===== src/polar_gaussian_pair_generator_defines.svh =====
// assertion macros shared by the rtl
`ifndef POLAR_GAUSSIAN_PAIR_GENERATOR_DEFINES_SVH
`define POLAR_GAUSSIAN_PAIR_GENERATOR_DEFINES_SVH

`ifndef SYNTHESIS
// antecedent implies consequent in the same cycle
`define PGPG_ASSERT_SAME(lbl, clk, rst_n, ante, cons) \
	lbl: assert property (@(posedge clk) disable iff (!rst_n) (ante) |-> (cons)) \
		else $error("pgpg assertion failed");
// antecedent implies consequent in the next cycle
`define PGPG_ASSERT_NEXT(lbl, clk, rst_n, ante, cons) \
	lbl: assert property (@(posedge clk) disable iff (!rst_n) (ante) |=> (cons)) \
		else $error("pgpg assertion failed");
`else
`define PGPG_ASSERT_SAME(lbl, clk, rst_n, ante, cons)
`define PGPG_ASSERT_NEXT(lbl, clk, rst_n, ante, cons)
`endif

`endif


===== src/pgpg_pkg.sv =====
`timescale 1ns / 1ps
`default_nettype none
package pgpg_pkg;

	localparam int UNIF_W = 31;
	localparam int OUT_W = 32;
	localparam int FRAC_BITS = 16;

	// 2 ln 2 in q.26
	localparam logic [26:0] TWO_LN2_Q26 = 27'd93032640;
	localparam logic [30:0] DEV_RESET = 31'(64'd1 << FRAC_BITS);
	localparam logic [14:0] LEN_RESET = 15'd100;

	typedef enum logic [1:0] {
		CFG_MEAN = 2'd0,
		CFG_DEV  = 2'd1,
		CFG_LEN  = 2'd2
	} cfg_reg_t;

	typedef enum logic [4:0] {
		OP_NONE,
		OP_LOAD,
		OP_SQ_A,
		OP_SQ_B,
		OP_SUM,
		OP_NORM_INIT,
		OP_NORM_STEP,
		OP_LOG_INIT,
		OP_LOG_MUL,
		OP_LOG_ADJ,
		OP_NL,
		OP_L_LO,
		OP_L_HI,
		OP_SQRT_L_INIT,
		OP_SQRT_S_INIT,
		OP_SQRT_STEP,
		OP_MAG_MUL,
		OP_DIV_INIT,
		OP_DIV_STEP,
		OP_SCALE,
		OP_SAT,
		OP_EMIT
	} dp_op_t;

	typedef struct packed {
		dp_op_t op;
		logic   sel;
	} dp_cmd_t;

	typedef struct packed {
		logic reject;
		logic norm_done;
	} dp_status_t;

	typedef enum logic [4:0] {
		ST_IDLE,
		ST_SQ_A,
		ST_SQ_B,
		ST_SUM,
		ST_CHECK,
		ST_NORM,
		ST_LOG_MUL,
		ST_LOG_ADJ,
		ST_NL,
		ST_L_LO,
		ST_L_HI,
		ST_SQRT_L_INIT,
		ST_SQRT_L,
		ST_SQRT_S_INIT,
		ST_SQRT_S,
		ST_MAG_MUL,
		ST_DIV_INIT,
		ST_DIV,
		ST_SCALE,
		ST_SAT,
		ST_EMIT
	} ctrl_state_t;

endpackage
`default_nettype wire


===== src/pgpg_datapath.sv =====
`timescale 1ns / 1ps
`default_nettype none
module pgpg_datapath import pgpg_pkg::*; (
	input  wire logic                    clk,
	input  wire logic                    arst_n,
	input  wire logic                    cfg_we,
	input  wire logic [1:0]              cfg_index,
	input  wire logic [31:0]             cfg_data,
	input  wire logic [UNIF_W-1:0]       uniform_a,
	input  wire logic [UNIF_W-1:0]       uniform_b,
	input  wire dp_cmd_t                 cmd,
	output dp_status_t                   status,
	output logic                         accepted,
	output logic signed [OUT_W-1:0]      normal_a,
	output logic signed [OUT_W-1:0]      normal_b,
	output logic                         last_pair
);

	// configuration
	logic signed [31:0] mean_q;
	logic [30:0]        dev_q;
	logic [14:0]        len_q;
	logic [13:0]        pairs_q;

	logic [30:0] ma_q, mb_q;
	logic        na_neg_q, nb_neg_q;
	logic [63:0] prod_q, acc_q;
	logic [61:0] s_q;
	logic [59:0] norm_q;
	logic [5:0]  shift_q;
	logic [30:0] m_q;
	logic [29:0] frac_q;
	logic [35:0] nl_q;
	logic [63:0] rad_q, res_q, bit_q;
	logic [31:0] q_q;
	logic [30:0] r_q;
	logic [31:0] rem_q, dnum_q, quo_q;
	logic [31:0] wa_q, wb_q;
	logic        out_acc_q, out_last_q;
	logic [31:0] out_a_q, out_b_q;

	logic [31:0] mul_a, mul_b;
	logic [63:0] mul_p;
	logic [31:0] log_t;
	logic [63:0] sq_trial;
	logic        sq_ge;
	logic [32:0] div_t, div_diff;
	logic        div_ge;
	logic [63:0] rnd;
	logic [36:0] mean_x, p_x, dev_v;
	logic [31:0] sat_v;
	logic        cur_neg;
	logic [13:0] target, cnt_next;
	logic        last_hit;

	assign status.reject    = (s_q == '0) || (s_q[61:60] != 2'b00);
	assign status.norm_done = norm_q[59];

	always_comb begin
		mul_a = '0;
		mul_b = '0;
		case (cmd.op)
			OP_SQ_A: begin
				mul_a = {1'b0, ma_q};
				mul_b = {1'b0, ma_q};
			end
			OP_SQ_B: begin
				mul_a = {1'b0, mb_q};
				mul_b = {1'b0, mb_q};
			end
			OP_LOG_MUL: begin
				mul_a = {1'b0, m_q};
				mul_b = {1'b0, m_q};
			end
			OP_L_LO: begin
				mul_a = nl_q[31:0];
				mul_b = {5'd0, TWO_LN2_Q26};
			end
			OP_L_HI: begin
				mul_a = {28'd0, nl_q[35:32]};
				mul_b = {5'd0, TWO_LN2_Q26};
			end
			OP_MAG_MUL: begin
				mul_a = {1'b0, (cmd.sel ? mb_q : ma_q)};
				mul_b = q_q;
			end
			OP_SCALE: begin
				mul_a = {1'b0, dev_q};
				mul_b = quo_q;
			end
			default: begin
				mul_a = '0;
				mul_b = '0;
			end
		endcase
	end

	assign mul_p = mul_a * mul_b;

	// squaring step of the log2 fraction
	assign log_t = prod_q[61:30];

	// restoring square root, two radicand bits a step
	assign sq_trial = res_q + bit_q;
	assign sq_ge    = rad_q >= sq_trial;

	// restoring division, one quotient bit a step
	assign div_t    = {rem_q, dnum_q[31]};
	assign div_ge   = div_t >= {2'b00, r_q};
	assign div_diff = div_t - {2'b00, r_q};

	// round half away, apply sign and mean, saturate
	assign rnd     = prod_q + 64'h0000_0000_0800_0000;
	assign cur_neg = cmd.sel ? nb_neg_q : na_neg_q;
	assign mean_x  = {{5{mean_q[31]}}, mean_q};
	assign p_x     = {2'b00, rnd[62:28]};
	assign dev_v   = cur_neg ? (mean_x - p_x) : (mean_x + p_x);
	always_comb begin
		if (dev_v[36:31] == 6'b000000 || dev_v[36:31] == 6'b111111) begin
			sat_v = dev_v[31:0];
		end else if (dev_v[36]) begin
			sat_v = 32'h8000_0000;
		end else begin
			sat_v = 32'h7FFF_FFFF;
		end
	end

	// sequence pair count
	assign target   = (len_q[14:1] == '0) ? 14'd1 : len_q[14:1];
	assign cnt_next = pairs_q + 14'd1;
	assign last_hit = cnt_next >= target;

	always_ff @(posedge clk or negedge arst_n) begin
		if (!arst_n) begin
			mean_q <= '0;
			dev_q  <= DEV_RESET;
			len_q  <= LEN_RESET;
		end else if (cfg_we) begin
			case (cfg_index)
				CFG_MEAN: mean_q <= cfg_data;
				CFG_DEV:  dev_q  <= cfg_data[30:0];
				CFG_LEN:  len_q  <= cfg_data[14:0];
				default: ;
			endcase
		end
	end

	always_ff @(posedge clk or negedge arst_n) begin
		if (!arst_n) begin
			pairs_q <= '0;
		end else if (cmd.op == OP_EMIT && !status.reject) begin
			pairs_q <= last_hit ? 14'd0 : cnt_next;
		end
	end

	always_ff @(posedge clk) begin
		case (cmd.op)
			OP_LOAD: begin
				na_neg_q <= !uniform_a[30];
				nb_neg_q <= !uniform_b[30];
				ma_q <= uniform_a[30] ? {1'b0, uniform_a[29:0]}
					: (31'h4000_0000 - {1'b0, uniform_a[29:0]});
				mb_q <= uniform_b[30] ? {1'b0, uniform_b[29:0]}
					: (31'h4000_0000 - {1'b0, uniform_b[29:0]});
			end
			OP_SQ_A: prod_q <= mul_p;
			OP_SQ_B: begin
				acc_q  <= prod_q;
				prod_q <= mul_p;
			end
			OP_SUM: s_q <= acc_q[61:0] + prod_q[61:0];
			OP_NORM_INIT: begin
				norm_q  <= s_q[59:0];
				shift_q <= '0;
			end
			OP_NORM_STEP: begin
				if (norm_q[59:56] == 4'd0) begin
					norm_q  <= {norm_q[55:0], 4'd0};
					shift_q <= shift_q + 6'd4;
				end else begin
					norm_q  <= {norm_q[58:0], 1'b0};
					shift_q <= shift_q + 6'd1;
				end
			end
			OP_LOG_INIT: begin
				m_q    <= norm_q[59:29];
				frac_q <= '0;
			end
			OP_LOG_MUL: prod_q <= mul_p;
			OP_LOG_ADJ: begin
				m_q    <= log_t[31] ? log_t[31:1] : log_t[30:0];
				frac_q <= {frac_q[28:0], log_t[31]};
			end
			// -log2 s in q.30, integer part is shift + 1
			OP_NL: nl_q <= {shift_q + 6'd1, 30'd0} - {6'd0, frac_q};
			OP_L_LO: prod_q <= mul_p;
			OP_L_HI: begin
				acc_q  <= prod_q;
				prod_q <= mul_p;
			end
			OP_SQRT_L_INIT: begin
				rad_q <= acc_q + {prod_q[31:0], 32'd0};
				res_q <= '0;
				bit_q <= 64'h4000_0000_0000_0000;
			end
			OP_SQRT_S_INIT: begin
				q_q   <= res_q[31:0];
				rad_q <= {4'd0, s_q[59:0]};
				res_q <= '0;
				bit_q <= 64'h4000_0000_0000_0000;
			end
			OP_SQRT_STEP: begin
				if (sq_ge) begin
					rad_q <= rad_q - sq_trial;
					res_q <= {1'b0, res_q[63:1]} + bit_q;
				end else begin
					res_q <= {1'b0, res_q[63:1]};
				end
				bit_q <= {2'b00, bit_q[63:2]};
			end
			OP_MAG_MUL: begin
				r_q    <= res_q[30:0];
				prod_q <= mul_p;
			end
			OP_DIV_INIT: begin
				rem_q  <= prod_q[63:32];
				dnum_q <= prod_q[31:0];
				quo_q  <= '0;
			end
			OP_DIV_STEP: begin
				rem_q  <= div_ge ? div_diff[31:0] : div_t[31:0];
				quo_q  <= {quo_q[30:0], div_ge};
				dnum_q <= {dnum_q[30:0], 1'b0};
			end
			OP_SCALE: prod_q <= mul_p;
			OP_SAT: begin
				if (cmd.sel) begin
					wb_q <= sat_v;
				end else begin
					wa_q <= sat_v;
				end
			end
			OP_EMIT: begin
				out_acc_q  <= !status.reject;
				out_a_q    <= status.reject ? 32'd0 : wa_q;
				out_b_q    <= status.reject ? 32'd0 : wb_q;
				out_last_q <= !status.reject && last_hit;
			end
			default: ;
		endcase
	end

	assign accepted  = out_acc_q;
	assign normal_a  = out_a_q;
	assign normal_b  = out_b_q;
	assign last_pair = out_last_q;

endmodule
`default_nettype wire


===== config.mk =====
export PLATFORM = sky130hd
export DESIGN_NAME = pgpg_datapath
export DESIGN_NICKNAME = d
export VERILOG_FILES = /design/src/polar_gaussian_pair_generator_defines.svh /design/src/pgpg_pkg.sv /design/src/pgpg_datapath.sv
export SDC_FILE = /design/constraint.sdc
export NUM_CORES = 2
export LEC_CHECK = 0
export BUFFER_PORTS_ARGS = -buffer_cell sky130_fd_sc_hd__buf_2
export CAP_MARGIN = 20
export CORE_UTILIZATION = 45
export DETAILED_ROUTE_END_ITERATION = 16
export PLACE_DENSITY = 0.57
export RECOVER_POWER = 100
export SLEW_MARGIN = 10
export SYNTH_ARGS = -nofsm -noshare
export SYNTH_HDL_FRONTEND = slang
export SYNTH_SLANG_ARGS = --single-unit

===== constraint.sdc =====
create_clock -name clk -period 21.7 [get_ports clk]
set_input_delay 3.255 -clock clk [delete_from_list [all_inputs] [get_ports clk]]
set_output_delay 3.255 -clock clk [all_outputs]
set_load 0.01 [all_outputs]

==> summary by stage <==
Critical path
The startpoint of the worst setup timing path is cmd[2]. The worst setup path is launched from an input pin. STA classifies the critical path endpoint as a register. The critical path's most frequent cell is sky130_fd_sc_hd__fa_1. The worst register-to-register path begins at res_q[2]$_SDFFCE_PN0P_. The critical setup path kind is input pin to register. The cell at the slowest stage of the critical path is sky130_fd_sc_hd__clkbuf_1. Data on the critical path arrives at its endpoint at 17.51 ns. The worst stage delay on the critical path is 2.76 ns. Of all nets on the critical path, the largest fanout is 62. Data on the critical path is required at its endpoint by 22.17 ns.

Global route
The first global-routing pass estimated 481 mm of wire. In the global route stage, met1 resource usage came out at 0.464. In the global route stage, overall resource usage came out at 0.324. The met2 capacity usage during global routing is 0.477. The number of global-route vias before repair is 69900. For met3 alone, demand over resource in global routing was 0.0741. For this run the aggregate overflow at the end of global routing stands at 0. The largest net degree at the start of global routing is 105. The initial antenna violation count is 21. The busiest layer in global routing is met2.

Yosys
The synthesized netlist occupies a cell area of 90300 um^2. After synthesis, the netlist uses 88 different library cells. The most used flip-flop cell after synthesis is sky130_fd_sc_hd__edfxtp_1. The number of enable-type register cells in the synthesized netlist is 866. For this run, asynchronously set or reset flops after synthesis account for 0.0951.

The share of synthesized area occupied by flip-flops and latches is 0.313. The cell type with the largest total area after synthesis is sky130_fd_sc_hd__edfxtp_1. By area the synthesized netlist is led by sky130_fd_sc_hd__edfxtp_1, sky130_fd_sc_hd__fa_1, sky130_fd_sc_hd__ha_1.

The average instance area after synthesis is 9.69 um^2. The flop and latch count out of synthesis is 957. The gate count of the mapped netlist is 9313. The share of synthesized area in the top cell type comes to 0.288. Yosys printed 0 warnings.

Worst hold path
The worst hold path belongs to the class register to register. In this run the most critical hold path is launched from dnum_q[22]$_DFFE_PP_.

Floorplanning
The die span in x is 450 um. The area of the placeable core is 199000 um^2. In this run the count of I/O pins placed on the die edge is 173. The y dimension of the die is 450 um. For this configuration, the core starts out at a cell density of 0.453. The number of core rows is 164. The floorplan step defined a die boundary enclosing 202000 um^2.

Power and ir drop
The design draws 5760 uW. The share of total power dissipated in combinational logic is 0.251. Power spread over the standard cell area amounts to 58.4 nW/um^2. Of the total power, the clock network draws 0.365. The analysis attributes to cell leakage a power of 0.0417 uW. The switching portion of total power is 0.328. VDD sags by at most 0.0659 mV. For this design the total switching power over the nets is 1890 uW. The internal power of the cells totals 3870 uW. The part of the total power dissipated in sequential elements is 0.385.

Clock network
The clock root buffer master is sky130_fd_sc_hd__clkbuf_16. The H-tree level count is 3. Clock tree synthesis found a total of 957 sinks. The number of buffers created by CTS is 108. TritonCTS built the clock tree. The post-cts gate resize count is 0.

For the worst-skew pair, the clock arrives at the later sink with an insertion delay of 0.80 ns. Once the clock tree was built, the setup fixing pass inserted 0 buffers. Clock-pin slew was measured on the worst setup and hold paths at 0.07 ns.

The number of hold buffers added after cts is 0. The buffer levels on the longest clock path is 3.

Timing
The number of max-slew violations in the final report is 1979. The worst clock skew is 0.0950 ns. The achievable clock frequency is 0.0587 GHz.

After routing, the total negative slack on setup checks comes to 0 ns. For the pin with the worst max-slew slack, the measured transition is 4.09 ns. The relative slew slack is -1.73.

Setup repair after global routing left no endpoint under its margin. Dividing the final minimum period by the clock period gives 0.785. The final hold violation count was 0.

The shortest clock period the worst path allows after layout is 17.04 ns. The total of endpoints with negative setup slack in the final report is 0.

Placement
The count of input and output buffers is 172. Routability-driven placement finished with a final weighted congestion of 0.980. The placed wire-length estimate after detailed placement is 254 mm.

Status
The run finished, with violations left. The checks that failed: capacitance limit, slew limit.

Route
The final routed DRC violation total is 0. The via count of the routed design is 72000. After detailed routing, the average wire length per cell comes to 27.2 um. For this block, the routed nets add up to 331 mm of wire. The detailed router's first-iteration violation count is 8298. The count of TritonRoute iterations in the first routing pass is 8. The number of vias per cell is 5.92. The count of antenna-violating nets left after detailed routing is 0.

Finish
After the last flow step, the layout net total stands at 11000. The post-synthesis to final-layout area growth is 9.24%. The fraction of layout cells with a size suffix above 1 is 0.0651.

Run
The count of max-cap constraint violations is 42.
layout by cell type (no fill, tap or decap), types with 118 or more instances in the layout:
cell type                  instances
sky130_fd_sc_hd__a21o_1          188
sky130_fd_sc_hd__a21oi_1         453
sky130_fd_sc_hd__and2_1          133
sky130_fd_sc_hd__buf_4           122
sky130_fd_sc_hd__clkbuf_1        173
sky130_fd_sc_hd__edfxtp_1        866
sky130_fd_sc_hd__fa_1            901
sky130_fd_sc_hd__ha_1            574
sky130_fd_sc_hd__inv_1          1113
sky130_fd_sc_hd__mux2i_1         126
sky130_fd_sc_hd__nand2_1        1007
sky130_fd_sc_hd__nand3_1         118
sky130_fd_sc_hd__nor2_1          958
sky130_fd_sc_hd__o21ai_0         427
sky130_fd_sc_hd__xnor2_1         288
sky130_fd_sc_hd__xor2_1          267
layout make-up:
class                      count  area [um^2]
fill                       18800       101000
multi-input combinational   6844        56700
sequential                   957        28300
inverter                    1115         4190
tap                         2656         3320
clock buffer                 130         2930
timing repair buffer         374         2000
clock inverter                76         1140
antenna                       15         37.5
cells in the mapped netlist, drive strengths merged (84+ instances only):
master	count
inv	1114
nand2	1008
nor2	965
fa	901
edfxtp	866
ha	574
a21oi	453
o21ai	429
clkbuf	383
xnor2	288
xor2	267
and2	231
a21o	188
mux2i	126
nand3	118
nor3	100
nand4	93
dfrtp	87
a31oi	86
a22oi	85
mux2	84
kinds of logic after synthesis:
logic type | after synthesis | synth area share
AO/OA/AOI/OAI | 1732 | 0.123
XOR/XNOR | 555 | 0.0538
adder cells (fa/ha/maj) | 1476 | 0.279
buffers and inverters | 1532 | 0.0640
flip-flops | 957 | 0.313
multiplexers | 210 | 0.0244
other | 2 | 0.0000832
AND/OR/NAND/NOR | 2849 | 0.141
metal layers:
metal	up-vias	wire, um
met3	589	33200
li1	31700	-
met4	8	14600
met5	-	137
met2	3409	142000
met1	36200	142000
through the flow:
stage	hold slack (ns)	worst slack, ns	instances	area [um^2]	utilization
3_3_place_gp	0.485	7.46	11900	95000	0.476
3_5_place_dp	0.488	7.48	11900	95000	0.476
4_1_cts	0.483	8.21	12200	99100	0.497
6_report	0.475	4.66	12200	98600	0.494
2_1_floorplan	0.422	8.21	9333	90400	-
5_1_grt	0.514	4.29	12200	98600	0.494
critical path: cells and delay by family:
family          cells  cell delay [ns]
fa+ha+maj           9             4.53
compound gates     10             3.67
buf+inv             9             4.91
xor+xnor            1             0.13
simple gates        4             0.93
worst paths after layout:
path                       cells past startpoint                endpoint  slack, ns
hold reg to reg                                2    dnum_q[23]$_DFFE_PP_       0.48
setup / recovery                              33    prod_q[63]$_DFFE_PP_       4.66
min in group asynchronous                      1  pairs_q[7]$_DFFE_PN0P_       3.19
max in group asynchronous                      2   dev_q[25]$_DFFE_PN0P_      15.13
hold / removal                                 2    dnum_q[23]$_DFFE_PP_       0.48
setup reg to reg                              25     rad_q[11]$_DFFE_PP_      11.39
registers in the layout, summed over array words and instances (netlist names), 32 cells and up:
name      count
normal_b     32
bit_q        32
wa_q         32
rem_q        32
mean_q       32
dnum_q       32
nl_q         36
wb_q         32
quo_q        32
res_q        64
prod_q       64
normal_a     32
s_q          62
acc_q        64
norm_q       60
q_q          32
rad_q        64
power by group through the flow:
stage / Sequential, uW / Clock (uW) / Combinational [uW]
after floorplan: 2210 / 0 / 910
after global placement: 2250 / 0 / 1420
after detailed placement: 2250 / 0 / 1430
after CTS: 2210 / 2120 / 1440
after global routing: 2220 / 2190 / 1560
final: 2210 / 2100 / 1440
Power figures use the tool's default switching activity.
