$ cat config.mk
export PLATFORM = sky130hd
export DESIGN_NAME = pgpg_ctrl
export DESIGN_NICKNAME = d
export VERILOG_FILES = /design/src/pgpg_pkg.sv /design/src/pgpg_ctrl.sv
export VERILOG_INCLUDE_DIRS = /design/src /design/src/src
export SDC_FILE = /design/constraint.sdc
export NUM_CORES = 1
export LEC_CHECK = 0
export BUFFER_PORTS_ARGS = -buffer_cell sky130_fd_sc_hd__buf_2
export CORE_MARGIN = 3
export CORE_UTILIZATION = 38
export CTS_BUF_LIST = sky130_fd_sc_hd__clkbuf_8
export DETAILED_ROUTE_END_ITERATION = 16
export PLACE_DENSITY_LB_ADDON = 0.2
export SETUP_SLACK_MARGIN = 0.3
export SLEW_MARGIN = 15
export SYNTH_ARGS = -nofsm -noshare
export SYNTH_HDL_FRONTEND = slang
export SYNTH_SLANG_ARGS = --single-unit
export TNS_END_PERCENT = 30
$ cat constraint.sdc
create_clock -name clk -period 2.27 [get_ports clk]
set_input_delay 0.454 -clock clk [delete_from_list [all_inputs] [get_ports clk]]
set_output_delay 0.454 -clock clk [all_outputs]
set_load 0.01 [all_outputs]
$ cat src/polar_gaussian_pair_generator_defines.svh
// assertion macros shared by the rtl
`ifndef POLAR_GAUSSIAN_PAIR_GENERATOR_DEFINES_SVH
`define POLAR_GAUSSIAN_PAIR_GENERATOR_DEFINES_SVH

`ifndef SYNTHESIS
// antecedent implies consequent in the same cycle
`define PGPG_ASSERT_SAME(lbl, clk, rst_n, ante, cons) \
	lbl: assert property (@(posedge clk) disable iff (!rst_n) (ante) |-> (cons)) \
		else $error("pgpg assertion failed");
// antecedent implies consequent in the next cycle
`define PGPG_ASSERT_NEXT(lbl, clk, rst_n, ante, cons) \
	lbl: assert property (@(posedge clk) disable iff (!rst_n) (ante) |=> (cons)) \
		else $error("pgpg assertion failed");
`else
`define PGPG_ASSERT_SAME(lbl, clk, rst_n, ante, cons)
`define PGPG_ASSERT_NEXT(lbl, clk, rst_n, ante, cons)
`endif

`endif

$ cat src/pgpg_pkg.sv
`timescale 1ns / 1ps
`default_nettype none
package pgpg_pkg;

	localparam int UNIF_W = 31;
	localparam int OUT_W = 32;
	localparam int FRAC_BITS = 16;

	// 2 ln 2 in q.26
	localparam logic [26:0] TWO_LN2_Q26 = 27'd93032640;
	localparam logic [30:0] DEV_RESET = 31'(64'd1 << FRAC_BITS);
	localparam logic [14:0] LEN_RESET = 15'd100;

	typedef enum logic [1:0] {
		CFG_MEAN = 2'd0,
		CFG_DEV  = 2'd1,
		CFG_LEN  = 2'd2
	} cfg_reg_t;

	typedef enum logic [4:0] {
		OP_NONE,
		OP_LOAD,
		OP_SQ_A,
		OP_SQ_B,
		OP_SUM,
		OP_NORM_INIT,
		OP_NORM_STEP,
		OP_LOG_INIT,
		OP_LOG_MUL,
		OP_LOG_ADJ,
		OP_NL,
		OP_L_LO,
		OP_L_HI,
		OP_SQRT_L_INIT,
		OP_SQRT_S_INIT,
		OP_SQRT_STEP,
		OP_MAG_MUL,
		OP_DIV_INIT,
		OP_DIV_STEP,
		OP_SCALE,
		OP_SAT,
		OP_EMIT
	} dp_op_t;

	typedef struct packed {
		dp_op_t op;
		logic   sel;
	} dp_cmd_t;

	typedef struct packed {
		logic reject;
		logic norm_done;
	} dp_status_t;

	typedef enum logic [4:0] {
		ST_IDLE,
		ST_SQ_A,
		ST_SQ_B,
		ST_SUM,
		ST_CHECK,
		ST_NORM,
		ST_LOG_MUL,
		ST_LOG_ADJ,
		ST_NL,
		ST_L_LO,
		ST_L_HI,
		ST_SQRT_L_INIT,
		ST_SQRT_L,
		ST_SQRT_S_INIT,
		ST_SQRT_S,
		ST_MAG_MUL,
		ST_DIV_INIT,
		ST_DIV,
		ST_SCALE,
		ST_SAT,
		ST_EMIT
	} ctrl_state_t;

endpackage
`default_nettype wire

$ cat src/pgpg_ctrl.sv
`timescale 1ns / 1ps
`default_nettype none
`include "polar_gaussian_pair_generator_defines.svh"
module pgpg_ctrl import pgpg_pkg::*; (
	input  wire logic       clk,
	input  wire logic       arst_n,
	input  wire logic       in_valid,
	output logic            in_ready,
	output logic            out_valid,
	input  wire logic       out_ready,
	output dp_cmd_t         cmd,
	input  wire dp_status_t status
);

	ctrl_state_t state_q, state_d;
	logic [4:0]  cnt_q, cnt_d;
	logic        sel_q, sel_d;
	logic        out_valid_q;
	logic        emit;

	always_ff @(posedge clk or negedge arst_n) begin
		if (!arst_n) begin
			state_q     <= ST_IDLE;
			cnt_q       <= '0;
			sel_q       <= 1'b0;
			out_valid_q <= 1'b0;
		end else begin
			state_q <= state_d;
			cnt_q   <= cnt_d;
			sel_q   <= sel_d;
			if (emit) begin
				out_valid_q <= 1'b1;
			end else if (out_ready) begin
				out_valid_q <= 1'b0;
			end
		end
	end

	assign out_valid = out_valid_q;

	always_comb begin
		state_d  = state_q;
		cnt_d    = cnt_q;
		sel_d    = sel_q;
		cmd.op   = OP_NONE;
		cmd.sel  = sel_q;
		in_ready = 1'b0;
		emit     = 1'b0;
		case (state_q)
			ST_IDLE: begin
				in_ready = 1'b1;
				if (in_valid) begin
					cmd.op  = OP_LOAD;
					state_d = ST_SQ_A;
				end
			end
			ST_SQ_A: begin
				cmd.op  = OP_SQ_A;
				state_d = ST_SQ_B;
			end
			ST_SQ_B: begin
				cmd.op  = OP_SQ_B;
				state_d = ST_SUM;
			end
			ST_SUM: begin
				cmd.op  = OP_SUM;
				state_d = ST_CHECK;
			end
			ST_CHECK: begin
				cmd.op  = OP_NORM_INIT;
				state_d = status.reject ? ST_EMIT : ST_NORM;
			end
			ST_NORM: begin
				if (status.norm_done) begin
					cmd.op  = OP_LOG_INIT;
					cnt_d   = '0;
					state_d = ST_LOG_MUL;
				end else begin
					cmd.op = OP_NORM_STEP;
				end
			end
			ST_LOG_MUL: begin
				cmd.op  = OP_LOG_MUL;
				state_d = ST_LOG_ADJ;
			end
			ST_LOG_ADJ: begin
				cmd.op = OP_LOG_ADJ;
				cnt_d  = cnt_q + 5'd1;
				// thirty fraction bits of log2
				state_d = (cnt_q == 5'd29) ? ST_NL : ST_LOG_MUL;
			end
			ST_NL: begin
				cmd.op  = OP_NL;
				state_d = ST_L_LO;
			end
			ST_L_LO: begin
				cmd.op  = OP_L_LO;
				state_d = ST_L_HI;
			end
			ST_L_HI: begin
				cmd.op  = OP_L_HI;
				state_d = ST_SQRT_L_INIT;
			end
			ST_SQRT_L_INIT: begin
				cmd.op  = OP_SQRT_L_INIT;
				cnt_d   = '0;
				state_d = ST_SQRT_L;
			end
			ST_SQRT_L: begin
				cmd.op  = OP_SQRT_STEP;
				cnt_d   = cnt_q + 5'd1;
				state_d = (cnt_q == 5'd31) ? ST_SQRT_S_INIT : ST_SQRT_L;
			end
			ST_SQRT_S_INIT: begin
				cmd.op  = OP_SQRT_S_INIT;
				cnt_d   = '0;
				state_d = ST_SQRT_S;
			end
			ST_SQRT_S: begin
				cmd.op = OP_SQRT_STEP;
				cnt_d  = cnt_q + 5'd1;
				if (cnt_q == 5'd31) begin
					sel_d   = 1'b0;
					state_d = ST_MAG_MUL;
				end
			end
			ST_MAG_MUL: begin
				cmd.op  = OP_MAG_MUL;
				state_d = ST_DIV_INIT;
			end
			ST_DIV_INIT: begin
				cmd.op  = OP_DIV_INIT;
				cnt_d   = '0;
				state_d = ST_DIV;
			end
			ST_DIV: begin
				cmd.op  = OP_DIV_STEP;
				cnt_d   = cnt_q + 5'd1;
				state_d = (cnt_q == 5'd31) ? ST_SCALE : ST_DIV;
			end
			ST_SCALE: begin
				cmd.op  = OP_SCALE;
				state_d = ST_SAT;
			end
			ST_SAT: begin
				cmd.op = OP_SAT;
				if (sel_q) begin
					state_d = ST_EMIT;
				end else begin
					sel_d   = 1'b1;
					state_d = ST_MAG_MUL;
				end
			end
			ST_EMIT: begin
				if (!out_valid_q || out_ready) begin
					cmd.op  = OP_EMIT;
					emit    = 1'b1;
					state_d = ST_IDLE;
				end
			end
			default: begin
				state_d = ST_IDLE;
			end
		endcase
	end

	`PGPG_ASSERT_SAME(a_emit_slot_free, clk, arst_n, cmd.op == OP_EMIT, !out_valid_q || out_ready)
	`PGPG_ASSERT_NEXT(a_accept_starts, clk, arst_n, in_valid && in_ready, state_q == ST_SQ_A)
	`PGPG_ASSERT_NEXT(a_div_ends, clk, arst_n, state_q == ST_DIV && cnt_q == 5'd31, state_q == ST_SCALE)
	`PGPG_ASSERT_NEXT(a_emit_valid, clk, arst_n, emit, out_valid_q)

endmodule
`default_nettype wire

==> metrics.md, run 1 <==
| Metric | Value |
|---|---|
| EDFF count, synth | `0` |
| First-pass GRT wire length | `5.33 mm` |
| Post-Synth XOR/XNOR Area | `1.54%` |
| Final Hold Fails | `0` |
| DRT Pass-1 Iters | `5` |
| WL per Instance | `17.2 µm` |
| RSZ-0062 raised after global routing | `yes` |
| Netlist cell types | `50` |
| Status | `finished clean` |
| Final wirelength | `3.32 mm` |
| Fraction of registers with async set/reset | `100%` |
| DR iter-0 viols | `55` |
| Core footprint | `0.00281 mm²` |
| Pwr/cell area | `1240 mW/mm²` |
| Initial antenna violation count | `0` |
| Smallest hold slack | `0.0937 ns` |
| GRT Util Overall | `19.4%` |
| PortBufs | `13` |
| Top-count cell post-synth | `a21oi_1` |
| Reg2Reg Depth | `6` |
| Detailed Place HPWL | `2.36 mm` |
| Drt drc | `0` |
| Max-Cap Viols | `0` |
| Final nets | `174` |
| Peak supply drop | `0.000668 V` |
| CTS Buf Count | `3` |
| Clk_skew | `0.00259 ns` |
| Multiplexer area fraction after synthesis | `3.74%` |
| Most frequent cells after synthesis | `a21oi_1 (14), dfrtp_1 (12), nor2_1 (11), nand2_1 (9), buf_2 (8)` |
| Synth Cell Area | `0.00114 mm²` |
| Vias in the first global route | `1091` |
| CP endpoint kind | `primary output` |
| Final setup violation count | `0` |
| Adder-cell area share of the yosys netlist | `4.40%` |
| Syn Area/Cell | `8.01 µm²` |
| DIE WIDTH | `60.7 µm` |
| Largest family of logic cells by synthesized area | `compound AO/OA/AOI/OAI gates` |
| Least-Margin Pin Slew | `0.293 ns` |
| Lkg Pwr | `0.618 nW` |
| Synth top area share | `26.4%` |
| Die area | `0.00369 mm²` |
| CP required | `1.82 ns` |
| Die height | `60.7 µm` |
| Post-synthesis sequential area ratio | `26.4%` |
| Placed cell areas | `0.00124 mm²` |
| Post-synthesis simple-gate area fraction | `24.3%` |
| Initial Util | `40.5%` |
| Maximum buffer depth of the clock tree | `2` |
| CP Launch Type | `flip-flop` |
| Worst-path fanout max | `4` |
| Reg clk slew, reported paths | `0.05 ns` |
| Grt ovf | `0` |
| Std cell rows | `19` |
| Placer Congestion | `0.902` |
| CTS tree | `done` |
| Sum Neg Setup Slack | `0 ns` |
| Crit path DAT | `1.63 ns` |
| Vias per inst | `6.15` |
| ANT cells | `0` |
| # clock sinks | `12` |
| Post-synthesis compound-gate area fraction | `31.5%` |
| Area Growth Syn to Fin | `21.3%` |
| Syn Inst Count | `142` |
| Largest net degree at the start of global routing | `21` |
| Synth area leader | `dfrtp_1` |
| Critical path class | `flip-flop to primary output` |
| Rel. slew slack | `80.3%` |
| Ports | `14` |
| Fin area | `0.00138 mm²` |
| Fin. max-slew vios | `0` |
| Crit share post-route | `91.6%` |
| Fmax | `481 MHz` |
| Ratio of cells with drive above 1 in the final layout | `30.9%` |
| CTS Root Cell | `clkbuf_8` |
| Crit path time final | `2.08 ns` |
| Warnings, synthesis | `0` |
| Syn nets | `152` |
| DRT antenna net count | `0` |
| Post-synth top flop | `dfrtp_1` |
| Yosys reg bits | `12` |
| H-tree Lvls | `1` |
| Via count | `1187` |
| Worst min path class | `input pin to asynchronous set/reset pin` |
| Clk_lat worst skew | `0.24 ns` |
| Top cells by area, synth | `dfrtp_1 (26%), a21oi_1 (6.2%), ha_1 (4.4%), nor2_1 (3.6%), buf_2 (3.5%)` |
## sequential cells by signal, indices dropped and copies added (netlist names)
signal / flops
cnt_q: 5
state_q: 5
out_valid: 1
sel_q: 1
## final cells by class
class | count | area [µm²]
tap | 31 | 38.8
multi-input combinational | 113 | 764
clock buffer | 3 | 41.3
sequential | 12 | 307
fill | 290 | 1430
inverter | 5 | 18.8
timing repair buffer | 29 | 210
## per-layer routing
metal | vias up | GRT usage [%] | share of wire, %
met4 | 0 | 6.50 | 1.7
met2 | 37 | 28.4 | 46
met1 | 575 | 27.6 | 47
li1 | 567 | - | -
met3 | 8 | 5.32 | 5.4
met5 | - | 0 | 0
## kinds of logic after synthesis
| family | after synthesis |
|---|---|
| XOR/XNOR | 2 |
| multiplexers | 4 |
| AND/OR/NAND/NOR | 50 |
| AO/OA/AOI/OAI | 53 |
| buffers and inverters | 17 |
| adder cells (fa/ha/maj) | 4 |
| flip-flops | 12 |
## repair_timing
| action | 4_1_cts | 5_1_grt |
|---|---|---|
| cloned | 0 | 0 |
| hold buffers | 0 | 0 |
| endpoints found under the setup margin | 6 | 6 |
| gates resized for setup | 13 | 0 |
| pin swaps | 3 | 0 |
| buffers inserted | 6 | 0 |
## metrics by stage
stage | util (%) | setup WS [ns] | instances | power [W]
after floorplan | - | 0.523 | 142 | 0.00110
after global placement | 44.3 | 0.363 | 184 | 0.00134
after detailed placement | 44.3 | 0.318 | 184 | 0.00136
after CTS | 49.2 | 0.249 | 193 | 0.00169
after global routing | 49.2 | 0.118 | 193 | 0.00183
final | 49.2 | 0.190 | 193 | 0.00171
## worst max-delay path, cell delays in order, from the launching register on
cell      delay [ns]
dfrtp_2         0.46
nor2b_4         0.16
a211oi_2        0.20
a21oi_1         0.06
o32a_1          0.28
o21ai_1         0.08
buf_2           0.14
## report_power, final
| part | internal (W) | total, W | leakage, nW | switching, W |
|---|---|---|---|---|
| logic | 0.000538 | 0.00112 | 0.451 | 0.000586 |
| registers | 0.000283 | 0.000390 | 0.146 | 0.000108 |
| clock network | 0.000117 | 0.000194 | 0.0216 | 0.0000773 |
| total | 0.000938 | 0.00171 | 0.618 | 0.000771 |
## path summary, 6_finish.rpt
path / start / endpoint / slack (ns)
max in group asynchronous: arst_n / state_q[2] / 1.92
worst max register to register: state_q[4] / cnt_q[2] / 0.44
min in group clk: status[0] / state_q[0] / 0.54
worst min-delay path: arst_n / cnt_q[4] / 0.09
worst min register to register: cnt_q[1] / cnt_q[1] / 0.55
worst max-delay path: state_q[2] / cmd[1] / 0.19
## cells in the final DEF (no fill, tap or decap), types with 2 or more instances in the layout
cell,netlist,final
a21o_1,2,2
a21oi_1,14,14
a22o_1,2,2
a31oi_1,3,3
a32oi_1,2,2
and3_1,2,2
buf_12,0,2
buf_2,8,13
buf_4,3,14
clkbuf_8,0,3
dfrtp_1,12,7
dfrtp_2,0,5
ha_1,4,4
inv_1,4,4
mux2_2,2,2
mux2i_1,2,2
nand2_1,9,9
nand2b_1,3,3
nand3_1,4,4
nand4_1,2,2
nor2_1,11,11
nor2b_1,6,4
nor2b_4,0,2
nor3_1,2,2
nor3b_1,2,2
o21ai_0,7,7
o21ai_1,3,3
o22ai_1,4,4
o2bb2ai_1,2,2
o32a_1,2,2
xnor2_1,2,2
Power figures use the tool's default switching activity.
==> run 2: changes to the inputs <==
==> constraint.sdc (replaced) <==
create_clock -name clk -period 2.31 [get_ports clk]
set_input_delay 0.462 -clock clk [delete_from_list [all_inputs] [get_ports clk]]
set_output_delay 0.462 -clock clk [all_outputs]
set_load 0.01 [all_outputs]
==> run 2 against run 1 <==
  * Global-route usage fell by 1.1 points
  * Sequential power down 5.1%
  * Count of clock-buffer cells in the layout unchanged
  * First-iteration DRC count grew 20%
  * Design area shrank 0.63%
  * Critical path type unchanged
  * Die area is the same
  * Sequential share of layout area increased by 0.051 points
  * Register-to-register slack about the same
==> metrics.md, run 2 (same netlist as run 1, synthesis figures left out) <==
| Metric | Value |
|---|---|
| Status | `finished clean` |
| WL per Instance | `15.7 µm (-8.9%)` |
| Final wirelength | `3.03 mm (-8.9%)` |
| Reg clk slew, reported paths | `0.05 ns (about the same)` |
| Die height | `60.7 µm (unchanged)` |
| Final Power | `0.00166 W (-2.6%)` |
| Largest net degree at the start of global routing | `17 (-19%)` |
| Placer Congestion | `0.961 (+6.5%)` |
| Ratio of cells with drive above 1 in the final layout | `31.5% (+0.62 points)` |
| Max-Cap Viols | `0 (unchanged)` |
| Worst-path fanout max | `15 (+11)` |
| Critical path, cell by cell | `buf_4 -> nor2b_1 -> mux2i_1 -> a21oi_1 -> buf_2` |
| Commonest cells after routing, fill and taps aside | `a21oi_1 (14), buf_2 (13), buf_4 (12), nor2_1 (10), nand2_1 (9)` |
| Final setup violation count | `0 (unchanged)` |
| CTS Root Cell | `clkbuf_8` |
| # clock sinks | `12 (unchanged)` |
| Fmax | `492 MHz` |
| Clk_skew | `0.00184 ns (-0.000751 ns)` |
| First-pass GRT wire length | `5.09 mm (-4.7%)` |
| CP endpoint kind | `primary output` |
| Crit path time final | `2.03 ns` |
| Fin area | `0.00137 mm² (-0.63%)` |
| Clk_lat worst skew | `0.24 ns (about the same)` |
| Final nets | `174 (unchanged)` |
| Smallest hold slack | `0.106 ns (+0.0127 ns)` |
| Area Growth Syn to Fin | `20.6%` |
| Post-CTS Hold Fix Bufs | `0 (unchanged)` |
| DRT antenna net count | `0 (unchanged)` |
| Worst min path class | `input pin to asynchronous set/reset pin` |
| DRT Pass-1 Iters | `4 (-1)` |
| CTS tree | `done` |
| Crit path DAT | `1.57 ns (-0.06 ns)` |
| Pwr/cell area | `1210 mW/mm² (-2.0%)` |
| Detailed Place HPWL | `2.24 mm (-5.1%)` |
| Std cell rows | `19 (unchanged)` |
| Drt drc | `0 (unchanged)` |
| ANT cells | `0 (unchanged)` |
| Commonest non-fill, non-tap cell in the layout | `a21oi_1` |
| Crit share post-route | `88.0%` |
| GRT Util Overall | `18.3% (-1.1 points)` |
| Die area | `0.00369 mm² (unchanged)` |
| Final Hold Fails | `0 (unchanged)` |
| Initial antenna violation count | `0 (unchanged)` |
| Vias in the first global route | `1057 (-3.1%)` |
| Slowest stage delay, CP | `0.40 ns (-0.06 ns)` |
| Grt ovf | `0 (unchanged)` |
| Ports | `14 (unchanged)` |
| Vias per inst | `6.04 (-1.9%)` |
| Final worst setup slack | `0.277 ns (+0.0875 ns)` |
| Crit path max-delay cell type | `dfrtp_2` |
| H-tree Lvls | `1 (unchanged)` |
| DR iter-0 viols | `66 (+20%)` |
| PortBufs | `13 (unchanged)` |
| CTS Buf Count | `3 (unchanged)` |
| Rel. slew slack | `79.9% (-0.38 points)` |
| RSZ-0062 raised after global routing | `yes` |
| Maximum buffer depth of the clock tree | `2 (unchanged)` |
| CP required | `1.85 ns (+0.03 ns)` |
| Least-Margin Pin Slew | `0.302 ns (+0.00878 ns)` |
| CP Launch Type | `flip-flop` |
| Initial Util | `40.5% (unchanged)` |
| DP Worst Slack | `0.393 ns (+0.0746 ns)` |
| Core footprint | `0.00281 mm² (unchanged)` |
| DIE WIDTH | `60.7 µm (unchanged)` |
| Placed cell areas | `0.00124 mm² (unchanged)` |
| Lkg Pwr | `0.609 nW (-1.4%)` |
| Peak supply drop | `0.000508 V (-24%)` |
| Via count | `1165 (-1.9%)` |
| Critical path class | `flip-flop to primary output` |
| Sum Neg Setup Slack | `0 ns (unchanged)` |
| Biggest regs | `cnt_q: 5 flops, state_q: 5 flops` |
| Fin. max-slew vios | `0 (unchanged)` |
==> run 2: area by class of cell <==
type	count	area, µm²
Fill cell	278	1430
Multi-Input combinational cell	113	767
Inverter	5	18.8
Sequential cell	12	305
Timing Repair Buffer	29	200
Clock buffer	3	41.3
Tap cell	31	38.8
==> run 2: worst paths after layout <==
kind	start	end	slack, ns	depth (start not counted)
min in group clk	status[0]	state_q[0]	0.55	3
worst max-delay path	state_q[3]	cmd[3]	0.28	5
worst min register to register	cnt_q[1]	cnt_q[1]	0.55	1
max in group asynchronous	arst_n	state_q[4]	1.95	1
worst max register to register	state_q[2]	cnt_q[2]	0.44	7
worst min-delay path	arst_n	cnt_q[2]	0.11	1
==> run 2: timing repair <==
action | in CTS | in global routing
setup endpoints to repair | 5 | 4
setup buffers | 6 | 0
resized for setup | 15 | 1
pin swaps | 5 | 0
==> run 2: power breakdown <==
group	total, W	internal (W)	leakage [nW]	switching (W)
clock	0.000187	0.000115	0.0216	0.0000722
combinational	0.00111	0.000533	0.441	0.000574
sequential	0.000370	0.000276	0.147	0.0000942
==> run 2: critical path, delay by kind of cell (launching register included) <==
kind | cells | cell delay (ns)
DFF | 1 | 0.40
buffers and inverters | 2 | 0.36
and+or+nand+nor | 1 | 0.28
AOI/OAI and AO/OA | 1 | 0.16
muxes | 1 | 0.12
==> run 2: layer usage <==
layer	global-route usage [%]	wire [µm]
met3	3.83	312
met4	3.72	37
met5	0	0
met1	27.0	1320
met2	27.6	1360
==> run 2: metrics by stage <==
step	std cells	utilization [%]
after floorplan	142	-
after global placement	184	44.3
after detailed placement	184	44.3
after CTS	193	48.8
after global routing	193	48.9
final	193	48.9
